<file path="src/rtl/mandelbrot_escape_time_pixel_core_macros.svh">
// Assertion helpers shared by the RTL of the escape-time pixel core.
// Each macro builds one labeled concurrent assertion that is disabled while
// the synchronous active-low reset is asserted.
`ifndef MANDELBROT_ESCAPE_TIME_PIXEL_CORE_MACROS_SVH
`define MANDELBROT_ESCAPE_TIME_PIXEL_CORE_MACROS_SVH

// The consequent must hold in the same cycle as the antecedent.
`define METS_ASSERT_SAME(lbl, clk, rstn, ante, cons, msg) \
    lbl: assert property (@(posedge clk) disable iff (!rstn) (ante) |-> (cons)) \
        else $error(msg);

// The consequent must hold in the cycle after the antecedent.
`define METS_ASSERT_NEXT(lbl, clk, rstn, ante, cons, msg) \
    lbl: assert property (@(posedge clk) disable iff (!rstn) (ante) |=> (cons)) \
        else $error(msg);

`endif

</file>
<file path="src/rtl/mets_pkg.sv">
`timescale 1ns / 1ps
`default_nettype none

package mets_pkg;

    // Fixed-point format of the complex plane coordinates, and width of the pixel coordinates.
    localparam int FRAC_BITS  = 28;
    localparam int COORD_BITS = 12;

    // Field width of the escape counts in the result items.
    localparam int COUNT_W = 16;

    // Shared multiplier: signed operands and full-width products.
    localparam int MUL_LANES = 3;
    localparam int MOP_W     = 37;
    localparam int PROD_W    = 2 * MOP_W;
    localparam int Q_W       = PROD_W - FRAC_BITS;

    typedef logic signed [MOP_W-1:0]  t_mop;
    typedef logic signed [PROD_W-1:0] t_prod;
    typedef logic signed [Q_W-1:0]    t_q;

    // Constants of the cardioid and bulb tests.
    localparam t_mop M_QUARTER   = t_mop'(64'd1 << (FRAC_BITS - 2));
    localparam t_mop M_ONE       = t_mop'(64'd1 << FRAC_BITS);
    localparam t_q   Q_SIXTEENTH = t_q'(64'd1 << (FRAC_BITS - 4));

    // Iteration limits above this value enable the shortcut tests.
    localparam logic [COUNT_W-1:0] SHORTCUT_THRESHOLD = 16'd10;

    // Configuration port geometry.
    localparam int CFG_DW = 64;
    localparam int CFG_AW = 6;
    localparam int REG_IDX_W = 3;

    typedef enum logic [REG_IDX_W-1:0] {
        REG_MAX_ITER = 3'd0,
        REG_BAILOUT  = 3'd1,
        REG_X_STEP   = 3'd2,
        REG_Y_STEP   = 3'd3,
        REG_X_OFFSET = 3'd4,
        REG_Y_OFFSET = 3'd5
    } t_reg_idx;

    typedef struct packed {
        logic [15:0]        max_iter;
        logic [33:0]        bailout;
        logic [30:0]        x_step;
        logic [30:0]        y_step;
        logic signed [31:0] x_offset;
        logic signed [31:0] y_offset;
    } t_cfg;

    localparam t_cfg CFG_RESET = '{
        max_iter: 16'd256,
        bailout:  34'd1073741824,
        x_step:   31'd1048576,
        y_step:   31'd1048576,
        x_offset: 32'sd536870912,
        y_offset: 32'sd536870912
    };

    // Sequencer states of the pixel core.
    typedef enum logic [3:0] {
        S_IDLE,
        S_COORD,
        S_CSET,
        S_SC_PREP,
        S_SC_SQ,
        S_SC_SUM,
        S_SC_MUL,
        S_SC_TEST,
        S_IMUL,
        S_ISTEP,
        S_OUT
    } t_state;

endpackage

`default_nettype wire

</file>
<file path="src/rtl/mets_cfg.sv">
`timescale 1ns / 1ps
`default_nettype none
`include "mandelbrot_escape_time_pixel_core_macros.svh"

module mets_cfg import mets_pkg::*; (
    input  logic              i_clk,
    input  logic              i_rst_n,
    input  logic              psel,
    input  logic              penable,
    input  logic              pwrite,
    input  logic [CFG_AW-1:0] paddr,
    input  logic [CFG_DW-1:0] pwdata,
    output logic [CFG_DW-1:0] prdata,
    output logic              pready,
    output t_cfg              o_cfg
);

    t_cfg                 r_cfg;
    logic                 wr_en;
    logic [REG_IDX_W-1:0] reg_idx;

    // Registers sit on 8-byte boundaries; the low address bits are ignored.
    assign reg_idx = paddr[CFG_AW-1:3];
    assign wr_en   = psel && penable && pwrite;
    assign pready  = 1'b1;
    assign o_cfg   = r_cfg;

    // Register writes, truncated to each register's width.
    always_ff @(posedge i_clk) begin
        if (!i_rst_n) begin
            r_cfg <= CFG_RESET;
        end else if (wr_en) begin
            unique case (reg_idx)
                REG_MAX_ITER: r_cfg.max_iter <= pwdata[15:0];
                REG_BAILOUT:  r_cfg.bailout  <= pwdata[33:0];
                REG_X_STEP:   r_cfg.x_step   <= pwdata[30:0];
                REG_Y_STEP:   r_cfg.y_step   <= pwdata[30:0];
                REG_X_OFFSET: r_cfg.x_offset <= pwdata[31:0];
                REG_Y_OFFSET: r_cfg.y_offset <= pwdata[31:0];
                default: ;
            endcase
        end
    end

    // Read-back multiplexer.
    always_comb begin
        unique case (reg_idx)
            REG_MAX_ITER: prdata = {48'd0, r_cfg.max_iter};
            REG_BAILOUT:  prdata = {30'd0, r_cfg.bailout};
            REG_X_STEP:   prdata = {33'd0, r_cfg.x_step};
            REG_Y_STEP:   prdata = {33'd0, r_cfg.y_step};
            REG_X_OFFSET: prdata = {32'd0, r_cfg.x_offset};
            REG_Y_OFFSET: prdata = {32'd0, r_cfg.y_offset};
            default:      prdata = '0;
        endcase
    end

    // A write to the iteration limit lands in the register in the next cycle.
    `METS_ASSERT_NEXT(a_max_iter_write, i_clk, i_rst_n, wr_en && (reg_idx == REG_MAX_ITER), r_cfg.max_iter == $past(pwdata[15:0]), "iteration limit write lost")

endmodule

`default_nettype wire

</file>
<file path="config.mk">
export PLATFORM = sky130hd
export DESIGN_NAME = mets_cfg
export DESIGN_NICKNAME = d
export VERILOG_FILES = /design/src/rtl/mets_pkg.sv /design/src/rtl/mets_cfg.sv
export VERILOG_INCLUDE_DIRS = /design/src /design/src/rtl
export SDC_FILE = /design/constraint.sdc
export NUM_CORES = 1
export LEC_CHECK = 0
export ABC_AREA = 1
export BUFFER_PORTS_ARGS = -buffer_cell sky130_fd_sc_hd__buf_2
export CELL_PAD_IN_SITES_DETAIL_PLACEMENT = 1
export CELL_PAD_IN_SITES_GLOBAL_PLACEMENT = 1
export CORE_MARGIN = 2
export CORE_UTILIZATION = 37
export CTS_BUF_LIST = sky130_fd_sc_hd__clkbuf_8
export DETAILED_ROUTE_END_ITERATION = 7
export PLACE_DENSITY = 0.95
export REMOVE_ABC_BUFFERS = 1
export SLEW_MARGIN = 10
export SYNTH_ARGS = -nofsm -noshare
export SYNTH_HDL_FRONTEND = slang
export SYNTH_SLANG_ARGS = --single-unit
</file>
<file path="constraint.sdc">
create_clock -name i_clk -period 3.1 [get_ports i_clk]
set_input_delay 0.62 -clock i_clk [delete_from_list [all_inputs] [get_ports i_clk]]
set_output_delay 0.62 -clock i_clk [all_outputs]
set_load 0.005 [all_outputs]
</file>
==> metrics.yaml, run 1 <==
hold_path:
  hold-path-cell-count: 3
  hp-class: "input pin to flip-flop"
  hold_end: "o_cfg[61]$_SDFFE_PN1P_"
  hold_start: "pwdata[29]"
floorplan:
  die_w_microns: 159
  coreArea_sq_um: 23600
  initial_core_util_pct: 37.8
  rows: 56
  dieHeight_microns: 159
  io_pins: 316
  die-area_sq_um: 25400
placement:
  port_buffers: 251
  place_area_sq_um: 10400
  globalplace.congestion: 0.780
  dp_hpwl_microns: 23900
route:
  drt-total-wl_microns: 35000
  wire_per_inst_microns: 17.7
  dr.first_iter.drc_count: 582
  vias_per_cell: 5.11
  drtPass1Iterations: 5
  num_vias: 10100
  ant_nets: 0
  route.detailed.drc: 0
worst_setup_path:
  required_ns: 2.48
  path_class: "input pin to output pin"
  worstPathArrival_ns: 2.10
  cp_max_fo: 24
  rr_startpoint: "o_cfg[10]$_SDFFE_PN0P_"
  reg2reg_depth: 2
  critPathCaptureType: "output pin"
  rr_endpoint: "o_cfg[10]$_SDFFE_PN0P_"
  reg2reg_slack_ns: 2.42
  critPathLaunchType: "input pin"
timing:
  slew_headroom_pct: 52.9
  setup_viol: 0
  layout_min_cycle_time_ns: 2.72
  clock_skew_ns: 0
  drv_slew: 0
  finalCritPeriodShare_pct: 87.7
  rsz0062_at_grt: "no"
  tns_ns: 0
  finalHoldViolations: 0
  max_freq_mhz: 368
  worst_slew_pin_slew_ns: 0.706
pwr:
  p_leak_nw: 5.36
  power_frac_comb_pct: 11.0
  p_int_mw: 3.10
  swShare_pct: 29.6
  p_sw_mw: 1.30
  pwr-share-clk_pct: 36.4
  pwr-share-seq_pct: 52.5
  ir_drop_mv: 0.195
  p_per_area_nw_per_um2: 409
clocking:
  clock-sinks: 176
  cts_resized: 0
  cts.reportedPaths.clkPinSlew_ns: 0.09
  cts_tree: "yes"
  cts_root_buffer: "clkbuf_8"
  clk_latency_ns: 0.45
  clk_path_buf_depth: 2
  post_cts_buffers: 0
  htree_levels: 4
  cts_hold_buf: 0
  cts_made_buffers: 17
status:
  status: "completed"
yosys:
  ys_ff_latch: 176
  netlist_area_sq_um: 8930
  synth_largest_area_cell: "dfxtp_1"
  synth_top_cell_area_share_pct: 39.4
  synthDistinctLibCells: 19
  synth.area.top_cells: "dfxtp_1, nor2_1, nand2_1"
  yosysSeqAreaShare_pct: 39.4
  yosysWarnings: 0
  synth_cells: 1440
  avgSynthCellArea_sq_um: 6.20
finish:
  nets: 1722
  finish.instance_area_sq_um: 10800
  area_delta_synth_final_pct: 20.6
  largest_reg_flops: 176
  drive_gt1_share_pct: 20.4
global_routing:
  antenna_found_initial: 3
  grt_pass1_vias: 9971
  grt_pass1_wl_microns: 54200
  overflow: 0
  grt_max_degree: 59
  gr-usage-all-layers_pct: 26.8
flow_run:
  max_cap_violations: 0
per-stage QoR:
step,setup slack [ns],power (mW),util (%),hold slack (ns),cells
2_1_floorplan,-0.00657,2.57,-,0.483,1339
3_3_place_gp,0.377,2.83,44.0,0.483,1947
3_5_place_dp,0.364,2.84,44.0,0.492,1947
4_1_cts,0.365,4.43,45.6,0.396,1979
5_1_grt,0.276,4.58,45.6,0.393,1981
6_report,0.381,4.40,45.6,0.421,1981
how the worst max path moves through the flow:
stage               cells after the start      from  slack, ns          to
floorplan                               5  paddr[5]     -0.007  prdata[16]
finish                                  9  paddr[3]       0.38  prdata[14]
global route                            9  paddr[3]       0.28  prdata[14]
CTS                                     9  paddr[3]       0.36  prdata[14]
global placement                        9  paddr[3]       0.38  prdata[14]
detailed placement                      9  paddr[3]       0.36  prdata[14]
area by class of cell:
class,count,area (sq um)
antenna,2,5.00
clock buffer,18,248
clock inverter,14,130
fill,3300,12800
inverter,111,419
multi-input combinational,1052,4430
sequential,176,3520
tap,319,399
timing repair buffer,289,1620
Yosys cell counts:
| cell | n |
|---|---|
| inv_2 | 2 |
| clkinv_2 | 1 |
| nand4_1 | 64 |
| buf_2 | 38 |
| nor2_1 | 435 |
| inv_1 | 107 |
| nand2_1 | 340 |
| nand3_2 | 2 |
| nand3_1 | 164 |
| clkbuf_1 | 24 |
| buf_1 | 23 |
| nor2_2 | 4 |
| nor2_4 | 5 |
| dfxtp_1 | 176 |
| conb_1 | 2 |
| buf_4 | 45 |
| nand3_4 | 1 |
| o21ai_0 | 6 |
| clkinv_1 | 1 |
worst max-delay path, cell delays in order:
cell	delay (ns)
buf_2	0.11
buf_4	0.36
nor2_4	0.06
nand2_1	0.25
buf_4	0.26
nor2_1	0.06
nor2_1	0.14
nand2_1	0.08
buf_2	0.14
cell families after synthesis:
kind of cell / count (synthesis) / synth area share (%)
AOI/OAI and AO/OA: 6 / 0.336
buffers and inverters: 241 / 12.6
DFF: 176 / 39.4
other: 2 / 0.0841
and+or+nand+nor: 1015 / 47.6
power by group through the flow:
stage               Clock, mW  Combinational, mW  Sequential [mW]
CTS                      1.63              0.482             2.31
global placement            0              0.462             2.36
finish                   1.60              0.486             2.31
floorplan                   0              0.203             2.36
detailed placement          0              0.479             2.37
global route             1.73              0.529             2.32
metal layers:
metal	wire, microns	share of wire, %	track usage [%]
met1	14800	42	32.5
met2	17000	48	46.8
met3	2020	5.8	4.87
met4	1190	3.4	11.3
met5	13	0.037	0
placed cells by master, fill, tap and decap left out:
master | Yosys | routed
bufinv_16 | 0 | 1
inv_8 | 0 | 1
buf_4 | 45 | 33
clkinvlp_4 | 0 | 1
nand4_1 | 64 | 64
conb_1 | 2 | 31
nor2_2 | 4 | 1
inv_2 | 2 | 1
nand2_1 | 340 | 340
clkinv_2 | 1 | 6
nand3_4 | 1 | 1
nor2_4 | 5 | 10
buf_12 | 0 | 6
clkinv_1 | 1 | 1
nand3_1 | 164 | 164
dfxtp_1 | 176 | 176
inv_1 | 107 | 107
clkinv_4 | 0 | 3
inv_6 | 0 | 4
buf_2 | 38 | 250
o21ai_0 | 6 | 6
nor2_1 | 435 | 433
diode_2 | 0 | 2
clkbuf_8 | 0 | 18
nand3_2 | 2 | 2
No activity file was read; power rests on OpenSTA's default activity.
==> inputs of run 2 (changes only) <==
--- a/config.mk
+++ b/config.mk
@@ -11,10 +11,10 @@
 export CELL_PAD_IN_SITES_DETAIL_PLACEMENT = 1
 export CELL_PAD_IN_SITES_GLOBAL_PLACEMENT = 1
 export CORE_MARGIN = 2
-export CORE_UTILIZATION = 37
+export CORE_UTILIZATION = 25
 export CTS_BUF_LIST = sky130_fd_sc_hd__clkbuf_8
 export DETAILED_ROUTE_END_ITERATION = 7
-export PLACE_DENSITY = 0.95
+export PLACE_DENSITY = 0.73
 export REMOVE_ABC_BUFFERS = 1
 export SLEW_MARGIN = 10
 export SYNTH_ARGS = -nofsm -noshare
==> metrics.yaml, run 2 (synthesis gave the netlist of run 1 again) <==
timing:
  holdWs_ns: 0.348
  drv_slew: 0
  setup_viol: 0
  max_freq_mhz: 369
  layout_min_cycle_time_ns: 2.71
  clock_skew_ns: 0
  finalCritPeriodShare_pct: 87.4
  rsz0062_at_grt: "no"
  slew_headroom_pct: 52.7
  tns_ns: 0
  worst_slew_pin_slew_ns: 0.709
  finalHoldViolations: 0
floorplan:
  coreArea_sq_um: 35400
  dieHeight_microns: 193
  initial_core_util_pct: 25.2
  die-area_sq_um: 37300
  die_w_microns: 193
  io_pins: 316
  rows: 69
global_routing:
  grt_pass1_vias: 9583
  grt_pass1_wl_microns: 55500
  gr-usage-all-layers_pct: 19.7
  overflow: 0
  grt_max_degree: 71
  antenna_found_initial: 1
clocking:
  clock-sinks: 176
  cts_root_buffer: "clkbuf_8"
  cts_tree: "yes"
  cts_hold_buf: 0
  clk_path_buf_depth: 2
  cts_made_buffers: 17
  cts_resized: 0
  cts.reportedPaths.clkPinSlew_ns: 0.11
  htree_levels: 4
  post_cts_buffers: 0
  clk_latency_ns: 0.49
route:
  ant_nets: 0
  drtPass1Iterations: 4
  num_vias: 9706
  route.detailed.drc: 0
  dr.first_iter.drc_count: 436
  drt-total-wl_microns: 36600
  wire_per_inst_microns: 17.2
  vias_per_cell: 4.57
worst_setup_path:
  slowest_stage: "buf_4"
  required_ns: 2.48
  crit_path_max_incr_delay_ns: 0.38
  critPathCaptureType: "output pin"
  reg2reg_slack_ns: 2.45
  crit_path_end: "prdata[30]"
  crit_path_cell_trace: "buf_2 > clkinv_2 > nand3_2 > buf_4 > nor2_1 > nor2_1 > nand3_1 > buf_2"
  cp_max_fo: 22
  critPathLaunchType: "input pin"
  reg2reg_depth: 2
  rr_startpoint: "o_cfg[170]$_SDFFE_PN0P_"
  path_class: "input pin to output pin"
  rr_endpoint: "o_cfg[170]$_SDFFE_PN0P_"
  worstPathArrival_ns: 2.09
  startpoint: "paddr[4]"
finish:
  finish.instance_area_sq_um: 11000
  fill_cells: 4636
  largest_reg_flops: 176
  layout_commonest_cell: "nor2_1"
  final_cell_mix: "nor2_1, nand2_1, buf_2"
  fin_util_pct: 31.0
  nets: 1724
  drive_gt1_share_pct: 20.4
  multi_input_area_sq_um: 4430
  ff_latch_area_sq_um: 3520
  area_delta_synth_final_pct: 22.9
pwr:
  ir_drop_mv: 0.230
  swShare_pct: 29.8
  p_int_mw: 3.16
  pwr-share-seq_pct: 51.5
  p_leak_nw: 5.37
  p_sw_mw: 1.34
  power_frac_comb_pct: 10.9
  p_per_area_nw_per_um2: 409
  pwr-share-clk_pct: 37.7
flow_run:
  max_cap_violations: 0
placement:
  globalplace.congestion: 0.765
  place_area_sq_um: 10600
  dp_hpwl_microns: 25100
  port_buffers: 251
hold_path:
  hp-class: "input pin to flip-flop"
  hold-path-cell-count: 3
status:
  status: "completed"
[run 2: changes by cell type in the layout (fill, tap and decap cells not counted), moves of 2 or more]
cell      previous run  this run
buf_4               33        35
inv_6                4         6
clkinv_4             3         1
clkinv_2             6         4
[run 2: stage by stage]
step,instances,setup WS (ns),power [mW]
after global routing,2123,0.224,4.71
after detailed placement,2091,0.338,2.86
after floorplan,1339,-0.00657,2.57
after global placement,2091,0.345,2.85
final,2124,0.392,4.49
after CTS,2123,0.336,4.57
[run 2: routing by layer]
metal | vias to the layer above | GRT usage (%) | part of all wire [%]
li1 | 4805 | - | -
met1 | 4639 | 25.2 | 46
met2 | 240 | 33.9 | 48
met3 | 22 | 4.63 | 5.4
met4 | 0 | 3.93 | 0.93
met5 | - | 0 | 0
[run 2: final cells by class]
class                           instances  share of cell area (%)
Tap cell                              461                    5.25
Inverter                              111                    3.83
Timing Repair Buffer                  291                    14.9
Multi-Input combinational cell       1052                    40.3
Clock buffer                           17                    2.13
Antenna cell                            1                  0.0228
Sequential cell                       176                    32.1
Clock inverter                         15                    1.41
[run 2: worst max-delay path, delay by kind of cell]
| family | cells | cell delay, ns |
|---|---|---|
| buffers and inverters | 4 | 1.05 |
| AND/OR/NAND/NOR | 4 | 0.38 |
[run 2: worst min-delay path by stage]
stage	startpoint	to	slack, ns
after floorplan	o_cfg[156]$_SDFFE_PN1P_	o_cfg[156]$_SDFFE_PN1P_	0.48
after global placement	o_cfg[55]$_SDFFE_PN0P_	o_cfg[55]$_SDFFE_PN0P_	0.48
after detailed placement	o_cfg[134]$_SDFFE_PN0P_	o_cfg[134]$_SDFFE_PN0P_	0.49
after CTS	pwdata[30]	o_cfg[156]$_SDFFE_PN1P_	0.29
after global routing	pwdata[30]	o_cfg[156]$_SDFFE_PN1P_	0.32
final	pwdata[30]	o_cfg[156]$_SDFFE_PN1P_	0.35
[run 2: power by group through the flow]
stage / clock network (mW) / logic [mW] / registers, mW
after global placement: 0 / 0.482 / 2.36
after floorplan: 0 / 0.203 / 2.36
final: 1.69 / 0.488 / 2.31
after global routing: 1.84 / 0.546 / 2.32
after detailed placement: 0 / 0.492 / 2.37
after CTS: 1.76 / 0.494 / 2.31
==> inputs of run 3 (changes only) <==
--- a/config.mk
+++ b/config.mk
@@ -8,13 +8,11 @@
 export LEC_CHECK = 0
 export ABC_AREA = 1
 export BUFFER_PORTS_ARGS = -buffer_cell sky130_fd_sc_hd__buf_2
-export CELL_PAD_IN_SITES_DETAIL_PLACEMENT = 1
-export CELL_PAD_IN_SITES_GLOBAL_PLACEMENT = 1
 export CORE_MARGIN = 2
 export CORE_UTILIZATION = 25
 export CTS_BUF_LIST = sky130_fd_sc_hd__clkbuf_8
 export DETAILED_ROUTE_END_ITERATION = 7
-export PLACE_DENSITY = 0.73
+export PLACE_DENSITY = 0.56
 export REMOVE_ABC_BUFFERS = 1
 export SLEW_MARGIN = 10
 export SYNTH_ARGS = -nofsm -noshare
==> metrics.yaml, run 3 (synthesis gave the netlist of run 1 again) <==
global_routing:
  grt_max_degree: 75
  grt_pass1_vias: 8298
  grt_pass1_wl_microns: 51500
  antenna_found_initial: 1
  overflow: 0
  gr-usage-all-layers_pct: 18.7
placement:
  port_buffers: 251
  post-place-ws_ns: 0.220
  dp_cells: 2093
  place_area_sq_um: 10600
  dp_hpwl_microns: 23200
  globalplace.congestion: 0.767
clocking:
  cts_hold_buf: 0
  cts_made_buffers: 17
  clock-sinks: 176
  clk_latency_ns: 0.49
  clk_path_buf_depth: 2
  cts_root_buffer: "clkbuf_8"
  post_cts_buffers: 0
  cts.reportedPaths.clkPinSlew_ns: 0.10
  cts_tree: "yes"
  htree_levels: 4
  cts_resized: 0
worst_setup_path:
  crit_path_max_incr_delay_ns: 0.35
  required_ns: 2.48
  crit_path_cell_trace: "buf_2 > clkinv_1 > nand2_1 > nor2_2 > buf_4 > nand2_1 > nand2_1 > inv_1 > nand2_1 > buf_2"
  worstPathArrival_ns: 2.19
  cp_max_fo: 16
  critPathBufInv: 5
  cpLargestDelayFamily: "buffers and inverters"
  cpMostUsedCell: "nand2_1"
  critPathLaunchType: "input pin"
  path_class: "input pin to output pin"
  critPathCaptureType: "output pin"
  slowest_stage: "clkinv_1"
route:
  dr.first_iter.drc_count: 525
  route.detailed.drc: 0
  drt-total-wl_microns: 35400
  drtPass1Iterations: 5
  num_vias: 9478
  ant_nets: 0
  vias_per_cell: 4.46
  wire_per_inst_microns: 16.7
finish:
  ff_latch_area_sq_um: 3520
  fill_cells: 3962
  multi_input_area_sq_um: 4430
  final_cell_mix: "nor2_1, nand2_1, buf_2"
  area_delta_synth_final_pct: 23.7
  layout_commonest_cell: "nor2_1"
  finalNonFillerCells: 2123
  largest_reg_flops: 176
  nets: 1726
  drive_gt1_share_pct: 20.3
  diodes: 0
  finish.instance_area_sq_um: 11100
floorplan:
  die-area_sq_um: 37300
  dieHeight_microns: 193
  initial_core_util_pct: 25.2
  coreArea_sq_um: 35400
  rows: 69
  die_w_microns: 193
  io_pins: 316
status:
  status: "completed"
timing:
  slew_headroom_pct: 55.3
  finalCritPeriodShare_pct: 90.5
  worst_slew_pin_slew_ns: 0.670
  setup_slack_ns: 0.294
  setup_viol: 0
  max_freq_mhz: 356
  drv_slew: 0
  clock_skew_ns: 0
  rsz0062_at_grt: "no"
  layout_min_cycle_time_ns: 2.81
  finalHoldViolations: 0
pwr:
  pwr-share-clk_pct: 40.4
  p_sw_mw: 1.27
  ir_drop_mv: 0.248
  swShare_pct: 27.1
  p_int_mw: 3.42
  p_leak_nw: 5.41
  power_frac_comb_pct: 10.4
  pwr-share-seq_pct: 49.2
  p_per_area_nw_per_um2: 425
flow_run:
  max_cap_violations: 0
hold_path:
  hp-class: "input pin to flip-flop"
## run 3: cell types whose count changed in the layout (fill, tap and decap cells not counted), sizes merged
cell,change
buf,+2
bufinv,+3
clkbuf,+2
clkinv,-3
clkinvlp,-1
diode,-1
inv,-3
## run 3: worst reg2reg max path, stage by stage (launching register included)
cell,delay (ns)
dfxtp_1,0.41
nor2_1,0.07
nor2_1,0.10
## run 3: path summary, 6_finish.rpt
| check | end | slack (ns) | start | cells past startpoint |
|---|---|---|---|---|
| worst min register to register | o_cfg[119]$_SDFFE_PN0P_ | 0.50 | o_cfg[119]$_SDFFE_PN0P_ | 2 |
| worst max register to register | o_cfg[108]$_SDFFE_PN0P_ | 2.46 | o_cfg[108]$_SDFFE_PN0P_ | 2 |
| worst max-delay path | prdata[5] | 0.29 | paddr[3] | 10 |
| worst min-delay path | o_cfg[156]$_SDFFE_PN1P_ | 0.36 | pwdata[30] | 3 |
## run 3: area by class of cell
cell class / count / area share, %
clock buffer: 19 / 2.37
clock inverter: 11 / 1.70
inverter: 111 / 3.80
multi-input combinational: 1052 / 40.0
sequential: 176 / 31.9
tap: 461 / 5.22
timing repair buffer: 293 / 15.0
## run 3: per-stage QoR
| stage | hold WS, ns | power [mW] | TNS, ns | utilization (%) |
|---|---|---|---|---|
| floorplan | 0.483 | 2.57 | -0.0657 | - |
| global placement | 0.476 | 2.85 | 0 | 30.0 |
| detailed placement | 0.487 | 2.86 | 0 | 30.0 |
| CTS | 0.318 | 4.77 | 0 | 31.2 |
| global route | 0.338 | 4.92 | 0 | 31.2 |
| finish | 0.357 | 4.70 | 0 | 31.2 |
## run 3: power groups by stage
stage	Sequential (mW)	Clock (mW)	Combinational [mW]
floorplan	2.36	0	0.203
global route	2.32	2.06	0.543
global placement	2.36	0	0.485
detailed placement	2.37	0	0.490
finish	2.31	1.90	0.489
CTS	2.31	1.97	0.490
## run 3: routing by layer
layer	GRT usage, %	share of wire [%]
met2	30.5	47
met1	25.0	46
met5	0	0.037
met3	4.00	6.1
met4	4.84	1.6
